--- src/rtl/cigar_reference_span_tracker_top_defines.svh ---
// Assertion macros shared by the span tracker modules.
`ifndef CIGAR_REFERENCE_SPAN_TRACKER_TOP_DEFINES_SVH
`define CIGAR_REFERENCE_SPAN_TRACKER_TOP_DEFINES_SVH

// Checks a property on every rising edge outside reset.
`define CSPT_ASSERT(lbl, clk, rst_n, prop) \
  lbl: assert property (@(posedge clk) disable iff (!rst_n) prop) \
    else $error("cspt assertion failed");

// Checks that a condition is never true outside reset.
`define CSPT_NEVER(lbl, clk, rst_n, cond) \
  lbl: assert property (@(posedge clk) disable iff (!rst_n) !(cond)) \
    else $error("cspt forbidden condition seen");

`endif

--- src/rtl/cspt_pkg.sv ---
// Package with the types, character codes and defaults of the span tracker.
package cspt_pkg;

  localparam int LENGTH_WIDTH_DEF = 32;
  localparam int IN_DEPTH_DEF     = 4;
  localparam int OUT_DEPTH_DEF    = 2;

  localparam logic [7:0] CH_NONE = 8'h00;
  localparam logic [7:0] CH_ZERO = 8'h30;
  localparam logic [7:0] CH_NINE = 8'h39;
  localparam logic [7:0] CH_M    = 8'h4D;
  localparam logic [7:0] CH_EQ   = 8'h3D;
  localparam logic [7:0] CH_X    = 8'h58;
  localparam logic [7:0] CH_D    = 8'h44;
  localparam logic [7:0] CH_N    = 8'h4E;
  localparam logic [7:0] CH_I    = 8'h49;
  localparam logic [7:0] CH_S    = 8'h53;
  localparam logic [7:0] CH_H    = 8'h48;
  localparam logic [7:0] CH_P    = 8'h50;

  typedef enum logic [2:0] {
    OP_NONE,
    OP_DIGIT,
    OP_REF,
    OP_SKIP,
    OP_BAD
  } op_kind_t;

  typedef struct packed {
    logic [7:0]  cigar_char;
    logic        last_char;
    logic [30:0] read_pos;
    logic        is_mapped;
    logic        block_start;
  } in_item_t;

  typedef struct packed {
    op_kind_t    kind;
    logic [3:0]  digit;
    logic        last_char;
    logic [30:0] read_pos;
    logic        is_mapped;
    logic        block_start;
  } cls_item_t;

  typedef struct packed {
    logic [31:0] ref_length;
    logic [32:0] record_end;
    logic [30:0] span_start;
    logic        span_start_valid;
    logic [32:0] span_end;
    logic        bad_cigar;
    logic        record_mapped;
  } out_item_t;

endpackage

--- src/rtl/cspt_queue.sv ---
// Small first-in first-out queue held in flip-flops.
`include "cigar_reference_span_tracker_top_defines.svh"

module cspt_queue #(
  parameter int WIDTH = 8,
  parameter int DEPTH = 2
) (
  input  logic             clk,
  input  logic             rst_n,
  input  logic             push,
  input  logic [WIDTH-1:0] wr_data,
  output logic             full,
  input  logic             pop,
  output logic [WIDTH-1:0] rd_data,
  output logic             empty
);

  localparam int AW = $clog2(DEPTH);
  localparam int CW = $clog2(DEPTH + 1);

  logic [WIDTH-1:0] mem_r [DEPTH];
  logic [AW-1:0]    wr_ptr_r, wr_ptr_nxt;
  logic [AW-1:0]    rd_ptr_r, rd_ptr_nxt;
  logic [CW-1:0]    count_r, count_nxt;
  logic             push_ok, pop_ok;

  assign full    = (count_r == CW'(DEPTH));
  assign empty   = (count_r == '0);
  assign push_ok = push && !full;
  assign pop_ok  = pop && !empty;
  assign rd_data = mem_r[rd_ptr_r];

  always_comb begin
    wr_ptr_nxt = wr_ptr_r;
    rd_ptr_nxt = rd_ptr_r;
    count_nxt  = count_r;
    if (push_ok) begin
      wr_ptr_nxt = (wr_ptr_r == AW'(DEPTH - 1)) ? '0 : wr_ptr_r + AW'(1);
    end
    if (pop_ok) begin
      rd_ptr_nxt = (rd_ptr_r == AW'(DEPTH - 1)) ? '0 : rd_ptr_r + AW'(1);
    end
    if (push_ok && !pop_ok) begin
      count_nxt = count_r + CW'(1);
    end else if (pop_ok && !push_ok) begin
      count_nxt = count_r - CW'(1);
    end
  end

  always_ff @(posedge clk) begin
    if (!rst_n) begin
      wr_ptr_r <= '0;
      rd_ptr_r <= '0;
      count_r  <= '0;
    end else begin
      wr_ptr_r <= wr_ptr_nxt;
      rd_ptr_r <= rd_ptr_nxt;
      count_r  <= count_nxt;
    end
  end

  always_ff @(posedge clk) begin
    if (push_ok) begin
      mem_r[wr_ptr_r] <= wr_data;
    end
  end

  `CSPT_NEVER(a_count_bound, clk, rst_n, count_r > CW'(DEPTH))
  `CSPT_ASSERT(a_count_up, clk, rst_n,
    (push_ok && !pop_ok) |=> (count_r == $past(count_r) + CW'(1)))
  `CSPT_ASSERT(a_count_down, clk, rst_n,
    (pop_ok && !push_ok) |=> (count_r == $past(count_r) - CW'(1)))

endmodule

--- src/rtl/cspt_front.sv ---
// Front end: sorts each incoming character into an operation class.
module cspt_front
  import cspt_pkg::*;
(
  input  in_item_t  item,
  output cls_item_t cls
);

  logic [7:0] dig_off;

  assign dig_off = item.cigar_char - CH_ZERO;

  always_comb begin
    cls.digit       = dig_off[3:0];
    cls.last_char   = item.last_char;
    cls.read_pos    = item.read_pos;
    cls.is_mapped   = item.is_mapped;
    cls.block_start = item.block_start;
    // Unmapped records and NUL characters are passed through without parsing.
    if (!item.is_mapped || item.cigar_char == CH_NONE) begin
      cls.kind = OP_NONE;
    end else if (item.cigar_char >= CH_ZERO && item.cigar_char <= CH_NINE) begin
      cls.kind = OP_DIGIT;
    end else begin
      case (item.cigar_char)
        CH_M, CH_EQ, CH_X, CH_D, CH_N: cls.kind = OP_REF;
        CH_I, CH_S, CH_H, CH_P:        cls.kind = OP_SKIP;
        default:                       cls.kind = OP_BAD;
      endcase
    end
  end

endmodule

--- src/rtl/cspt_back.sv ---
// Back end: length accumulation, record reporting and block span tracking.
`include "cigar_reference_span_tracker_top_defines.svh"

module cspt_back
  import cspt_pkg::*;
#(
  parameter int LENGTH_WIDTH = LENGTH_WIDTH_DEF
) (
  input  logic      clk,
  input  logic      rst_n,
  input  cls_item_t entry,
  input  logic      entry_valid,
  output logic      entry_pop,
  output out_item_t res,
  output logic      res_push,
  input  logic      res_full
);

  localparam int LW = LENGTH_WIDTH;

  logic [LW-1:0] op_acc_r, op_acc_nxt;
  logic [LW-1:0] ref_acc_r, ref_acc_nxt;
  logic          bad_r, bad_nxt;
  logic [30:0]   first_pos_r, first_pos_nxt;
  logic          have_first_r, have_first_nxt;
  logic [32:0]   max_end_r, max_end_nxt;

  logic [LW-1:0] op0, ref0, op1, ref1;
  logic          bad0, bad1, hf0;
  logic [30:0]   fp0;
  logic [32:0]   me0;
  logic [63:0]   ref_ext;
  logic [31:0]   len32;
  logic [32:0]   rec_end;
  logic          take;

  // A record's last character needs room in the result queue.
  assign take      = entry_valid && (!entry.last_char || !res_full);
  assign entry_pop = take;
  assign res_push  = take && entry.last_char;

  always_comb begin
    op0  = entry.block_start ? '0 : op_acc_r;
    ref0 = entry.block_start ? '0 : ref_acc_r;
    bad0 = entry.block_start ? 1'b0 : bad_r;
    fp0  = entry.block_start ? '0 : first_pos_r;
    hf0  = entry.block_start ? 1'b0 : have_first_r;
    me0  = entry.block_start ? '0 : max_end_r;

    op1  = op0;
    ref1 = ref0;
    bad1 = bad0;
    case (entry.kind)
      OP_DIGIT: op1 = (op0 << 3) + (op0 << 1) + LW'(entry.digit);
      OP_REF: begin
        ref1 = ref0 + op0;
        op1  = '0;
      end
      OP_SKIP: op1 = '0;
      OP_BAD: begin
        bad1 = 1'b1;
        op1  = '0;
      end
      default: op1 = op0;
    endcase

    ref_ext = 64'(ref1);
    len32   = ref_ext[31:0];
    rec_end = 33'(entry.read_pos) + 33'(len32);

    first_pos_nxt  = fp0;
    have_first_nxt = hf0;
    max_end_nxt    = me0;
    if (entry.last_char && entry.is_mapped && !bad1) begin
      if (!hf0) begin
        first_pos_nxt  = entry.read_pos;
        have_first_nxt = 1'b1;
      end
      if (rec_end > me0) begin
        max_end_nxt = rec_end;
      end
    end

    op_acc_nxt  = entry.last_char ? '0 : op1;
    ref_acc_nxt = entry.last_char ? '0 : ref1;
    bad_nxt     = entry.last_char ? 1'b0 : bad1;

    res.ref_length       = entry.is_mapped ? len32 : '0;
    res.record_end       = entry.is_mapped ? rec_end : '0;
    res.span_start       = first_pos_nxt;
    res.span_start_valid = have_first_nxt;
    res.span_end         = max_end_nxt;
    res.bad_cigar        = entry.is_mapped && bad1;
    res.record_mapped    = entry.is_mapped;
  end

  always_ff @(posedge clk) begin
    if (!rst_n) begin
      op_acc_r     <= '0;
      ref_acc_r    <= '0;
      bad_r        <= 1'b0;
      first_pos_r  <= '0;
      have_first_r <= 1'b0;
      max_end_r    <= '0;
    end else if (take) begin
      op_acc_r     <= op_acc_nxt;
      ref_acc_r    <= ref_acc_nxt;
      bad_r        <= bad_nxt;
      first_pos_r  <= first_pos_nxt;
      have_first_r <= have_first_nxt;
      max_end_r    <= max_end_nxt;
    end
  end

  `CSPT_ASSERT(a_span_covers_record, clk, rst_n,
    (res_push && res.record_mapped && !res.bad_cigar) |-> (res.span_end >= res.record_end))
  `CSPT_ASSERT(a_first_pos_clears_on_block, clk, rst_n,
    $fell(have_first_r) |-> $past(take && entry.block_start))
  `CSPT_ASSERT(a_record_clears, clk, rst_n,
    (take && entry.last_char) |=> (op_acc_r == '0 && ref_acc_r == '0 && !bad_r))

endmodule

--- src/rtl/cigar_reference_span_tracker_top.sv ---
// Top level of the CIGAR reference span tracker.
//
// The block takes CIGAR text one character per request on the input queue
// port: push a request while full is low. Each request carries the character,
// a last-character mark, the record position, the mapped flag and a
// block-start mark. A request with the last-character mark set produces one
// result on the output queue port; other requests produce none.
// A result is waiting while empty is low and is taken with pop.
// Throughput is one request per cycle, sustained, as long as results are
// taken. A result is written into the output queue at the edge that takes
// its last character from the request queue. The rate is set by the update
// of the length accumulators (a multiply by ten done as two shifts and an add).
// Between the classifier and the accumulator sits a four-entry request queue,
// and results wait in a two-entry output queue. When the receiver stalls, the
// output queue fills, the accumulator stops at the next last character, the
// request queue fills and full rises. Reset clears all accumulators, the span
// state and both queues; the block takes requests in the first cycle after it.

module cigar_reference_span_tracker_top
  import cspt_pkg::*;
#(
  parameter int LENGTH_WIDTH = LENGTH_WIDTH_DEF,
  parameter int IN_DEPTH     = IN_DEPTH_DEF,
  parameter int OUT_DEPTH    = OUT_DEPTH_DEF
) (
  input  logic      clk,
  input  logic      rst_n,
  input  logic      push,
  input  in_item_t  in_data,
  output logic      full,
  input  logic      pop,
  output out_item_t out_data,
  output logic      empty
);

  cls_item_t cls;
  cls_item_t entry;
  logic      entry_empty;
  logic      entry_pop;
  out_item_t res;
  logic      res_push;
  logic      res_full;

  // Front end: classify the character before it enters the request queue.
  cspt_front u_front (
    .item (in_data),
    .cls  (cls)
  );

  cspt_queue #(
    .WIDTH ($bits(cls_item_t)),
    .DEPTH (IN_DEPTH)
  ) u_in_queue (
    .clk     (clk),
    .rst_n   (rst_n),
    .push    (push),
    .wr_data (cls),
    .full    (full),
    .pop     (entry_pop),
    .rd_data (entry),
    .empty   (entry_empty)
  );

  // Back end: accumulate lengths and keep the block span.
  cspt_back #(
    .LENGTH_WIDTH (LENGTH_WIDTH)
  ) u_back (
    .clk         (clk),
    .rst_n       (rst_n),
    .entry       (entry),
    .entry_valid (!entry_empty),
    .entry_pop   (entry_pop),
    .res         (res),
    .res_push    (res_push),
    .res_full    (res_full)
  );

  cspt_queue #(
    .WIDTH ($bits(out_item_t)),
    .DEPTH (OUT_DEPTH)
  ) u_out_queue (
    .clk     (clk),
    .rst_n   (rst_n),
    .push    (res_push),
    .wr_data (res),
    .full    (res_full),
    .pop     (pop),
    .rd_data (out_data),
    .empty   (empty)
  );

endmodule
--- config.mk ---
export PLATFORM = sky130hd
export DESIGN_NAME = cigar_reference_span_tracker_top
export DESIGN_NICKNAME = d
export VERILOG_FILES = /design/src/rtl/cspt_pkg.sv /design/src/rtl/cspt_queue.sv /design/src/rtl/cspt_front.sv /design/src/rtl/cspt_back.sv /design/src/rtl/cigar_reference_span_tracker_top.sv
export VERILOG_INCLUDE_DIRS = /design/src /design/src/rtl
export SDC_FILE = /design/constraint.sdc
export NUM_CORES = 1
export LEC_CHECK = 0
export BUFFER_PORTS_ARGS = -buffer_cell sky130_fd_sc_hd__buf_2
export CORE_MARGIN = 1.5
export CORE_UTILIZATION = 55
export DETAILED_ROUTE_END_ITERATION = 16
export PLACE_DENSITY = 0.73
export SLEW_MARGIN = 20
export SYNTH_ARGS = -nofsm -noshare
export SYNTH_HDL_FRONTEND = slang
export SYNTH_HIERARCHICAL = 1
export SYNTH_SLANG_ARGS = --single-unit
--- constraint.sdc ---
create_clock -name clk -period 14.8 [get_ports clk]
set_input_delay 0.74 -clock clk [delete_from_list [all_inputs] [get_ports clk]]
set_output_delay 0.74 -clock clk [all_outputs]
set_load 0.005 [all_outputs]
---- Word level (Yosys, flattened, before mapping) ----
Memory sizes are Yosys's and may differ from the RTL's. A register that Yosys moved wholly into a read port is not among the register bits.
Index checks and enable logic that the tools add are counted.
operators by class
  add/subtract/negate cells ............... 13
  multipliers ............................. 0
  div/mod/pow operators ................... 0
  magnitude comparators ................... 3
  equal/unequal tests ..................... 17
  shifts and indexed selects .............. 0
  muxes and demuxes ....................... 38
  bitwise operators ....................... 0
  reduce and logical (&&, ||, !) cells .... 35
operators with widths
  cell                                                               number
  2-to-1 mux 32 bit                                                  6
  2-to-1 mux 33 bit                                                  4
  2-to-1 mux 31 bit                                                  3
  adder 32 bit                                                       2
  == test 8 x 7 -> 1 bit, second input constant                      8
  case mux 32 bit (2 select lines)                                   1
  adder 31 x 32 -> 33 bit                                            1
  greater-than comparator 33 bit                                     1
  adder 32 x 4 -> 32 bit                                             1
  logical AND 1 bit                                                  14
  2-to-1 mux 1 bit                                                   13
  2-to-1 mux 2 bit                                                   6
  2-to-1 mux 3 bit                                                   4
  zero test 1 bit                                                    11
  == test 8 x 6 -> 1 bit, second input constant                      1
  greater-or-equal comparator 8 x 6 -> 1 bit, second input constant  1
  <= comparator 8 x 6 -> 1 bit, second input constant                1
  zero test 8 bit                                                    1
  adder 2 x 1 -> 2 bit, second input constant                        3
  == test 2 bit, second input constant                               3
  == test 3 x 2 -> 1 bit, second input constant                      2
  == test 3 bit, second input constant                               2
  case mux 3 bit (2 select lines)                                    1
  OR reduction 5 bit                                                 1
  12 further kinds                                                   15
storage, ports and cells
  register bits after elaboration ......... 141
  latch bits .............................. 0
  memory bits (writable) .................. 428
  bits in read-only memories .............. 0
  input port bits ......................... 46
  word-level logic and storage cells ...... 120
  memories ................................ 2
memory list
  memory             words  width  rd ports  clocked after Yosys merged registers in  write ports  RTL line          source
  u_out_queue.mem_r  2      132    1         1                                        1            cspt_queue.sv:21  logic [WIDTH-1:0] mem_r [DEPTH];
  u_in_queue.mem_r   4      41     1         1                                        1            cspt_queue.sv:21

---- Longest topological paths before layout ----
Gate-level depths: netlist (run 1).
  depth after elaboration ................. 10
  depth in mapped cells ................... 46
  gate-level depth less buffers ........... 38

---- By module ----
Netlist (run 1), hierarchy kept.
modules (own cells, without submodules)
  module                            instances  cells each  area each (um^2)  sequential area each (um^2)
  cspt_back                         1          1,764       12,592.1          2,602.5
  cspt_queue at u_out_queue         1          436         10,089.7          8,027.7
  cspt_queue at u_in_queue          1          266         6,447.4           5,104.9
  cspt_front                        1          68          506.7             0.0
  cigar_reference_span_tracker_top  1          1           3.8               0.0

---- Worst setup path before layout (run 1) ----
OpenSTA, ideal clock, no wires.
  path kind ............................... flip-flop to flip-flop
  from .................................... reg with a tool-made name
  to ...................................... mem u_out_queue/mem_r[0][10] (netlist bit), data pin
  arrival ................................. 10.073 ns
  path slack .............................. 4.458 ns
  stages on the path, launching flop included .. 46
  path buffers ............................ 8
  clock period less this slack ............ 10.342 ns
  cell sequence ........................... dfxtp_1 -> buf_6 -> buf_12 -> mux4_2 -> clkbuf_1 -> buf_1 -> clkbuf_1 -> buf_1 -> nor2b_1 -> ha_1 -> fa_1 -> maj3_1 -> maj3_2 -> a31oi_1 -> o21ai_1 -> o211a_1 -> maj3_1 -> maj3_1 -> [... 10 more ...] -> o21bai_1 -> a21o_1 -> a21o_1 -> xnor2_1 -> inv_1 -> ha_1 -> nand4_1 -> nor4_1 -> o2111ai_1 -> nand4_1 -> mux2i_1 -> o21ai_0 -> o211ai_1 -> maj3_2 -> a211oi_1 -> buf_2 -> buf_2 -> o21ai_0
RTL lines
  what              RTL line
  end: declaration  cspt_queue.sv:21

==> results of run 1 <==
==> power breakdown <==
group / leakage, uW / internal [uW] / switching (uW)
clock: 0.000921 / 839 / 636
sequential: 0.00513 / 2140 / 105
combinational: 0.00655 / 718 / 1190
==> routing by layer <==
metal  wire, um  vias to the layer above  track usage (%)
met1      30900                     9885             34.8
met3       4050                      124             3.31
met5         13                        -                0
met2      35100                      725             43.3
met4       2400                        2             9.84
li1           -                     9474                -
==> layout make-up <==
cell class | count | area [sq um]
Clock buffer | 79 | 1610
Timing Repair Buffer | 206 | 1100
Inverter | 75 | 282
Fill cell | 4051 | 20200
Antenna cell | 1 | 2.50
Clock inverter | 31 | 339
Multi-Input combinational cell | 1721 | 12700
Sequential cell | 572 | 15700
Tap cell | 688 | 861
==> registers in the layout, summed over array words and instances (netlist names), 2 cells and up, named ones only <==
signal,count
u_back/max_end_r,33
u_back/op_acc_r,32
u_out_queue/count_r,2
u_in_queue/mem_r,164
u_in_queue/wr_ptr_r,2
u_back/ref_acc_r,32
u_in_queue/rd_ptr_r,2
u_back/first_pos_r,31
u_out_queue/mem_r,264
u_in_queue/count_r,3
==> per-stage QoR <==
stage / setup WS [ns] / power (uW) / cell area [sq um] / instances
finish: 3.59 / 5630 / 32600 / 3373
global route: 2.85 / 5890 / 32600 / 3372
CTS: 3.68 / 5660 / 32600 / 3372
detailed placement: 3.66 / 4180 / 30700 / 3262
global placement: 4.01 / 4120 / 30700 / 3262
floorplan: 4.46 / 3530 / 29600 / 2535
==> cells in the final DEF (no fill, tap or decap), types with 14 or more instances in the layout <==
| cell | n |
|---|---|
| mux2_4 | 80 |
| o21ai_0 | 141 |
| nand3_1 | 36 |
| nand2_1 | 313 |
| a31oi_1 | 20 |
| buf_2 | 179 |
| mux2_2 | 54 |
| and2_1 | 42 |
| xnor2_1 | 65 |
| inv_1 | 72 |
| dfxtp_1 | 142 |
| nor2b_1 | 66 |
| clkbuf_16 | 58 |
| edfxtp_1 | 428 |
| o31ai_1 | 15 |
| a21oi_1 | 110 |
| nor3_1 | 25 |
| buf_4 | 27 |
| nor2_1 | 167 |
| xor2_1 | 33 |
| a21o_1 | 43 |
| nand2b_1 | 14 |
| mux4_2 | 40 |
| a22oi_1 | 44 |
| ha_1 | 147 |
| o22ai_1 | 19 |
| mux2i_1 | 24 |
==> cell families (layout without fill, tap and decap cells) <==
logic type / count (synthesis) / in the layout / share of synthesized area [%]
flops: 572 / 572 / 53.1
compound gates: 527 / 527 / 11.4
other cells: 0 / 1 / 0
simple gates: 737 / 737 / 11.5
mux: 199 / 199 / 10.0
xor+xnor: 98 / 98 / 2.90
buf+inv: 242 / 391 / 4.24
fa+ha+maj: 160 / 160 / 6.79
==> worst paths after layout <==
kind / from / to / cells after the start
worst max-delay path: flop / u_back/max_end_r[9] / 40
worst min-delay path: in_data[30] / u_in_queue/mem_r[3][30] / 1
worst max register to register: flop / u_back/max_end_r[9] / 40
worst min register to register: u_back/op_acc_r[26] / u_back/op_acc_r[26] / 2
==> worst max-delay path: cells and delay by family (launching register included) <==
kind | cells | cell delay, ns
compound gates | 16 | 3.37
xor+xnor | 2 | 0.50
fa+ha+maj | 9 | 3.40
buf+inv | 3 | 1.21
flops | 1 | 0.32
mux | 2 | 0.40
simple gates | 8 | 1.89
==> results.sh, run 1 <==
export IMPL_max_stage_delay_ns=0.74
export IMPL_critPathLaunchType="flop"
export IMPL_wire_per_inst_um=21.5
export IMPL_drt_total_wl_um=72500
export IMPL_area_growth_pct=10.1
export IMPL_synth_main_ff_cell="edfxtp_1"
export IMPL_grt_overflow=0
export IMPL_place_hpwl_um=50400
export IMPL_period_share_pct=75.8
export IMPL_synth_edf_count=428
export IMPL_clock_root_buffer="clkbuf_16"
export IMPL_async_flop_share_pct=0
export IMPL_rows=84
export IMPL_regToRegSetupSlack_ns=3.59
export IMPL_post_route_drc_count=0
export IMPL_p_per_area_nw_per_um2=173
export IMPL_cts_htree_levels=2
export IMPL_synthTopCellsByArea="edfxtp_1 43%, dfxtp_1 9.7%, ha_1 6.2%"
export IMPL_path_max_fanout=84
export IMPL_io_pins=180
export IMPL_cts_resized=0
export IMPL_grt_max_degree=85
export IMPL_layout_min_cycle_time_ns=11.21
export IMPL_synth_commonest_cells="428 x edfxtp_1, 314 x nand2_1, 167 x nor2_1, 147 x ha_1, 144 x dfxtp_1"
export IMPL_firstDrtPassIters=6
export IMPL_drive_gt1_share_pct=19.1
export IMPL_crit_required_ns=15.31
export IMPL_ys_ff_latch=572
export IMPL_dieHeight_um=235
export IMPL_rsz0062_at_grt="no"
export IMPL_clk_path_buf_depth=3
export IMPL_slew_viol_final=0
export IMPL_outcome="completed"
export IMPL_fp_coreArea_sq_um=52900
export IMPL_cts_tree="built"
export IMPL_postRouteAntennaNets=0
export IMPL_fmax_mhz=89.2
export IMPL_cts_hold_buf=0
export IMPL_path_clk_slew_ns=0.06
export IMPL_arrival_ns=11.72
export IMPL_netlist_cell_type_count=88
export IMPL_synth_seq_area_share_pct=53.1
export IMPL_worst_clock_skew_ns=0.0432
export IMPL_worst_slew_pin_slew_ns=1.25
export IMPL_die_area_sq_um=55300
export IMPL_end_kind="flop"
export IMPL_cts_buffers=58
export IMPL_finalNetCount=2831
export IMPL_cts_sinks=572
export IMPL_clk_latency_ns=0.65
export IMPL_synth_most_common_cell="edfxtp_1"
export IMPL_die_width_um=235
export IMPL_synth_warnings=6
export IMPL_min_path_type="in -> reg"
export IMPL_leakage_uw=0.0126
export IMPL_start_util_pct=56.1
export IMPL_syn_inst=2535
export IMPL_syn_nets=2732
export IMPL_antenna_found_initial=2
export IMPL_tns_ns=0
export IMPL_syn_area_sq_um=29600
export IMPL_viasPerCell=5.99
export IMPL_drt_iter0_markers=1679
export IMPL_syn_avg_cell_area_sq_um=11.7
export IMPL_port_buffers=179
export IMPL_yosysTopAreaCell="edfxtp_1"
export IMPL_hold_ws_ns=0.307
export IMPL_grt_pass1_vias=19900
export IMPL_finalSetupViolations=0
export IMPL_post_cts_buffers=0
export IMPL_maxCapViolCount=0
export IMPL_fin_util_pct=61.7
export IMPL_cpMaxStageDelayCell="buf_4"
export IMPL_place_congestion=0.887
export IMPL_grt_pass1_wl_um=113000
export IMPL_critPathKind="reg -> reg"
export IMPL_track_usage_pct=26.0
export IMPL_synth_top_area_share_pct=43.4
export IMPL_finalHoldViolCount=0
export IMPL_vias=20200
export IMPL_vdd_drop_max_v=0.000176
export IMPL_slew_headroom_pct=15.9
Note: power is estimated with default switching activity, not from simulation.
==> run 2: changes to the inputs <==
--- a/config.mk
+++ b/config.mk
@@ -10,7 +10,7 @@
 export CORE_MARGIN = 1.5
 export CORE_UTILIZATION = 55
 export DETAILED_ROUTE_END_ITERATION = 16
-export PLACE_DENSITY = 0.73
+export PLACE_DENSITY = 0.76
 export SLEW_MARGIN = 20
 export SYNTH_ARGS = -nofsm -noshare
 export SYNTH_HDL_FRONTEND = slang
==> constraint.sdc (replaced) <==
create_clock -name clk -period 10.1 [get_ports clk]
set_input_delay 0.505 -clock clk [delete_from_list [all_inputs] [get_ports clk]]
set_output_delay 0.505 -clock clk [all_outputs]
set_load 0.005 [all_outputs]
==> run 2 against run 1 <==
Effect of this change:
- via count up 1.6%
- first-iteration DRC count rose by 13%
- fmax increased by 17%
- final cell count is 0.30% higher
- critical path depth rose by 1
- die area did not move
- power increased by 48%
- core utilization rose by 0.22 points
- design area grew 0.36%
- global-route usage rose by 0.24 points
- setup slack got worse by 3.1 ns
- critical endpoint is now u_out_queue/mem_r[0][22]
==> results.sh, run 2 (synthesized netlist as in run 1, its figures left out) <==
export IMPL_path_clk_slew_ns=0.06
export IMPL_grt_pass1_wl_um=113000
export IMPL_power_frac_comb_pct=34.6
export IMPL_cts_htree_levels=2
export IMPL_seq_power_share_pct=39.7
export IMPL_finalNetCount=2842
export IMPL_fin_ws_ns=0.522
export IMPL_hold_depth=1
export IMPL_port_buffers=179
export IMPL_design_area_sq_um=32800
export IMPL_die_width_um=235
export IMPL_hold_path_startpoint="in_data[2]"
export IMPL_place_congestion=0.950
export IMPL_dieHeight_um=235
export IMPL_fillers=3967
export IMPL_cts_tree="built"
export IMPL_min_path_type="in -> reg"
export IMPL_clkPwrFrac_pct=25.8
export IMPL_worst_clock_skew_ns=0.0746
export IMPL_start_util_pct=56.1
export IMPL_vias=20500
export IMPL_postRouteAntennaNets=0
export IMPL_vdd_drop_max_v=0.000199
export IMPL_fmax_mhz=104
export IMPL_die_area_sq_um=55300
export IMPL_wire_per_inst_um=21.9
export IMPL_layout_min_cycle_time_ns=9.58
export IMPL_drive_gt1_share_pct=19.2
export IMPL_rows=84
export IMPL_arrival_ns=9.93
export IMPL_firstDrtPassIters=6
export IMPL_grt_overflow=0
export IMPL_grt_max_degree=80
export IMPL_finalPower_uw=8310
export IMPL_outcome="completed"
export IMPL_place_area_sq_um=30700
export IMPL_cts_hold_buf=0
export IMPL_viasPerCell=6.07
export IMPL_pre_cts_ws_ns=-0.0349
export IMPL_period_share_pct=94.8
export IMPL_max_stage_delay_ns=0.47
export IMPL_finalHoldViolCount=0
export IMPL_cts_sinks=572
export IMPL_fp_coreArea_sq_um=52900
export IMPL_end_kind="flop"
export IMPL_io_pins=180
export IMPL_drt_iter0_markers=1896
export IMPL_top_register="u_out_queue/mem_r"
export IMPL_clock_root_buffer="clkbuf_16"
export IMPL_final_cell_mix="428 x edfxtp_1, 313 x nand2_1, 179 x buf_2, 167 x nor2_1, 146 x ha_1"
export IMPL_place_hpwl_um=50900
export IMPL_p_per_area_nw_per_um2=254
export IMPL_layout_commonest_cell="edfxtp_1"
export IMPL_clk_path_buf_depth=3
export IMPL_largest_reg_flops=264
export IMPL_hold_ws_ns=0.0420
export IMPL_reg2reg_to="u_out_queue/mem_r[0][22]"
export IMPL_maxCapViolCount=0
export IMPL_p_int_uw=5440
export IMPL_r2r_cells=41
export IMPL_regToRegSetupSlack_ns=0.52
export IMPL_critPathKind="reg -> reg"
export IMPL_area_growth_pct=10.5
export IMPL_finalSetupViolations=0
export IMPL_p_switching_uw=2870
export IMPL_drt_total_wl_um=74000
export IMPL_slew_viol_final=0
export IMPL_leakage_uw=0.0127
export IMPL_path_max_fanout=39
export IMPL_cts_buffers=57
export IMPL_clk_latency_ns=0.67
export IMPL_grt_pass1_vias=20000
export IMPL_worst_slew_pin_slew_ns=1.04
export IMPL_cpMaxStageDelayCell="fa_1"
export IMPL_hold_end="u_in_queue/mem_r[3][2]"
export IMPL_crit_required_ns=10.46
export IMPL_track_usage_pct=26.2
export IMPL_slew_headroom_pct=30.0
export IMPL_swShare_pct=34.5
export IMPL_rsz0062_at_grt="no"
export IMPL_post_route_drc_count=0
export IMPL_reg_top3="u_out_queue/mem_r x264, u_in_queue/mem_r x164, u_back/max_end_r x33"
export IMPL_antenna_found_initial=2
export IMPL_critPathLaunchType="flop"
-- run 2: changes by cell type in the layout (fill, tap and decap cells not counted), moves of 3 or more --
| cell | before | now |
|---|---|---|
| buf_4 | 27 | 35 |
| clkbuf_8 | 8 | 1 |
| clkinvlp_4 | 9 | 2 |
| clkbuf_1 | 13 | 18 |
| and2_2 | 4 | 0 |
| and2_4 | 0 | 4 |
| clkinv_4 | 1 | 4 |
-- run 2: power by group through the flow --
stage	Clock [uW]	Combinational, uW	Sequential, uW
final	2140	2870	3300
after CTS	2180	2810	3300
after detailed placement	0	2790	3350
after floorplan	0	1870	3310
after global routing	2270	3070	3340
after global placement	0	2730	3310
-- run 2: what timing repair did --
item	in CTS	in global routing
pin swaps	0	3
endpoints found under the setup margin	10	99
gates cloned	0	1
buffers inserted	0	8
gates resized for setup	1	9
-- run 2: worst max path at each step --
| stage | endpoint | slack [ns] |
|---|---|---|
| 3_3_place_gp | u_back/max_end_r[22] | 0.25 |
| 6_report | u_out_queue/mem_r[0][22] | 0.52 |
| 5_1_grt | u_out_queue/mem_r[0][12] | 0.02 |
| 3_5_place_dp | u_back/max_end_r[31] | -0.03 |
| 4_1_cts | u_back/max_end_r[23] | 0.09 |
| 2_1_floorplan | u_out_queue/mem_r[0][10] | 0.02 |
-- run 2: final cells by class --
type	instances	area, sq um	share of cell area (%)
Sequential cell	572	15700	48.1
Multi-Input combinational cell	1721	12700	38.9
Clock buffer	76	1510	4.60
Timing Repair Buffer	218	1230	3.74
Tap cell	688	861	2.63
Clock inverter	32	399	1.22
Inverter	75	282	0.860
Antenna cell	1	2.50	0.00764
-- run 2: stage by stage --
stage | std cells | setup TNS [ns] | utilization (%)
2_1_floorplan | 2535 | 0 | -
3_3_place_gp | 3265 | 0 | 58.1
3_5_place_dp | 3265 | -0.306 | 58.1
4_1_cts | 3373 | 0 | 61.7
5_1_grt | 3382 | 0 | 61.9
6_report | 3383 | 0 | 62.0
-- run 2: critical path, delay by kind of cell, from the launching register on --
| kind | cells | cell delay [ns] |
|---|---|---|
| flops | 1 | 0.33 |
| simple gates | 9 | 1.39 |
| mux | 2 | 0.49 |
| fa+ha+maj | 9 | 3.25 |
| buf+inv | 4 | 0.62 |
| xor+xnor | 2 | 0.34 |
| compound gates | 15 | 2.93 |
-- run 2: routing by layer --
| layer | up-vias | GRT usage [%] | routed length, um |
|---|---|---|---|
| met1 | 10100 | 35.1 | 31000 |
| li1 | 9497 | - | - |
| met4 | 2 | 9.56 | 2320 |
| met5 | - | 0 | 18 |
| met3 | 155 | 4.14 | 5090 |
| met2 | 826 | 43.3 | 35500 |
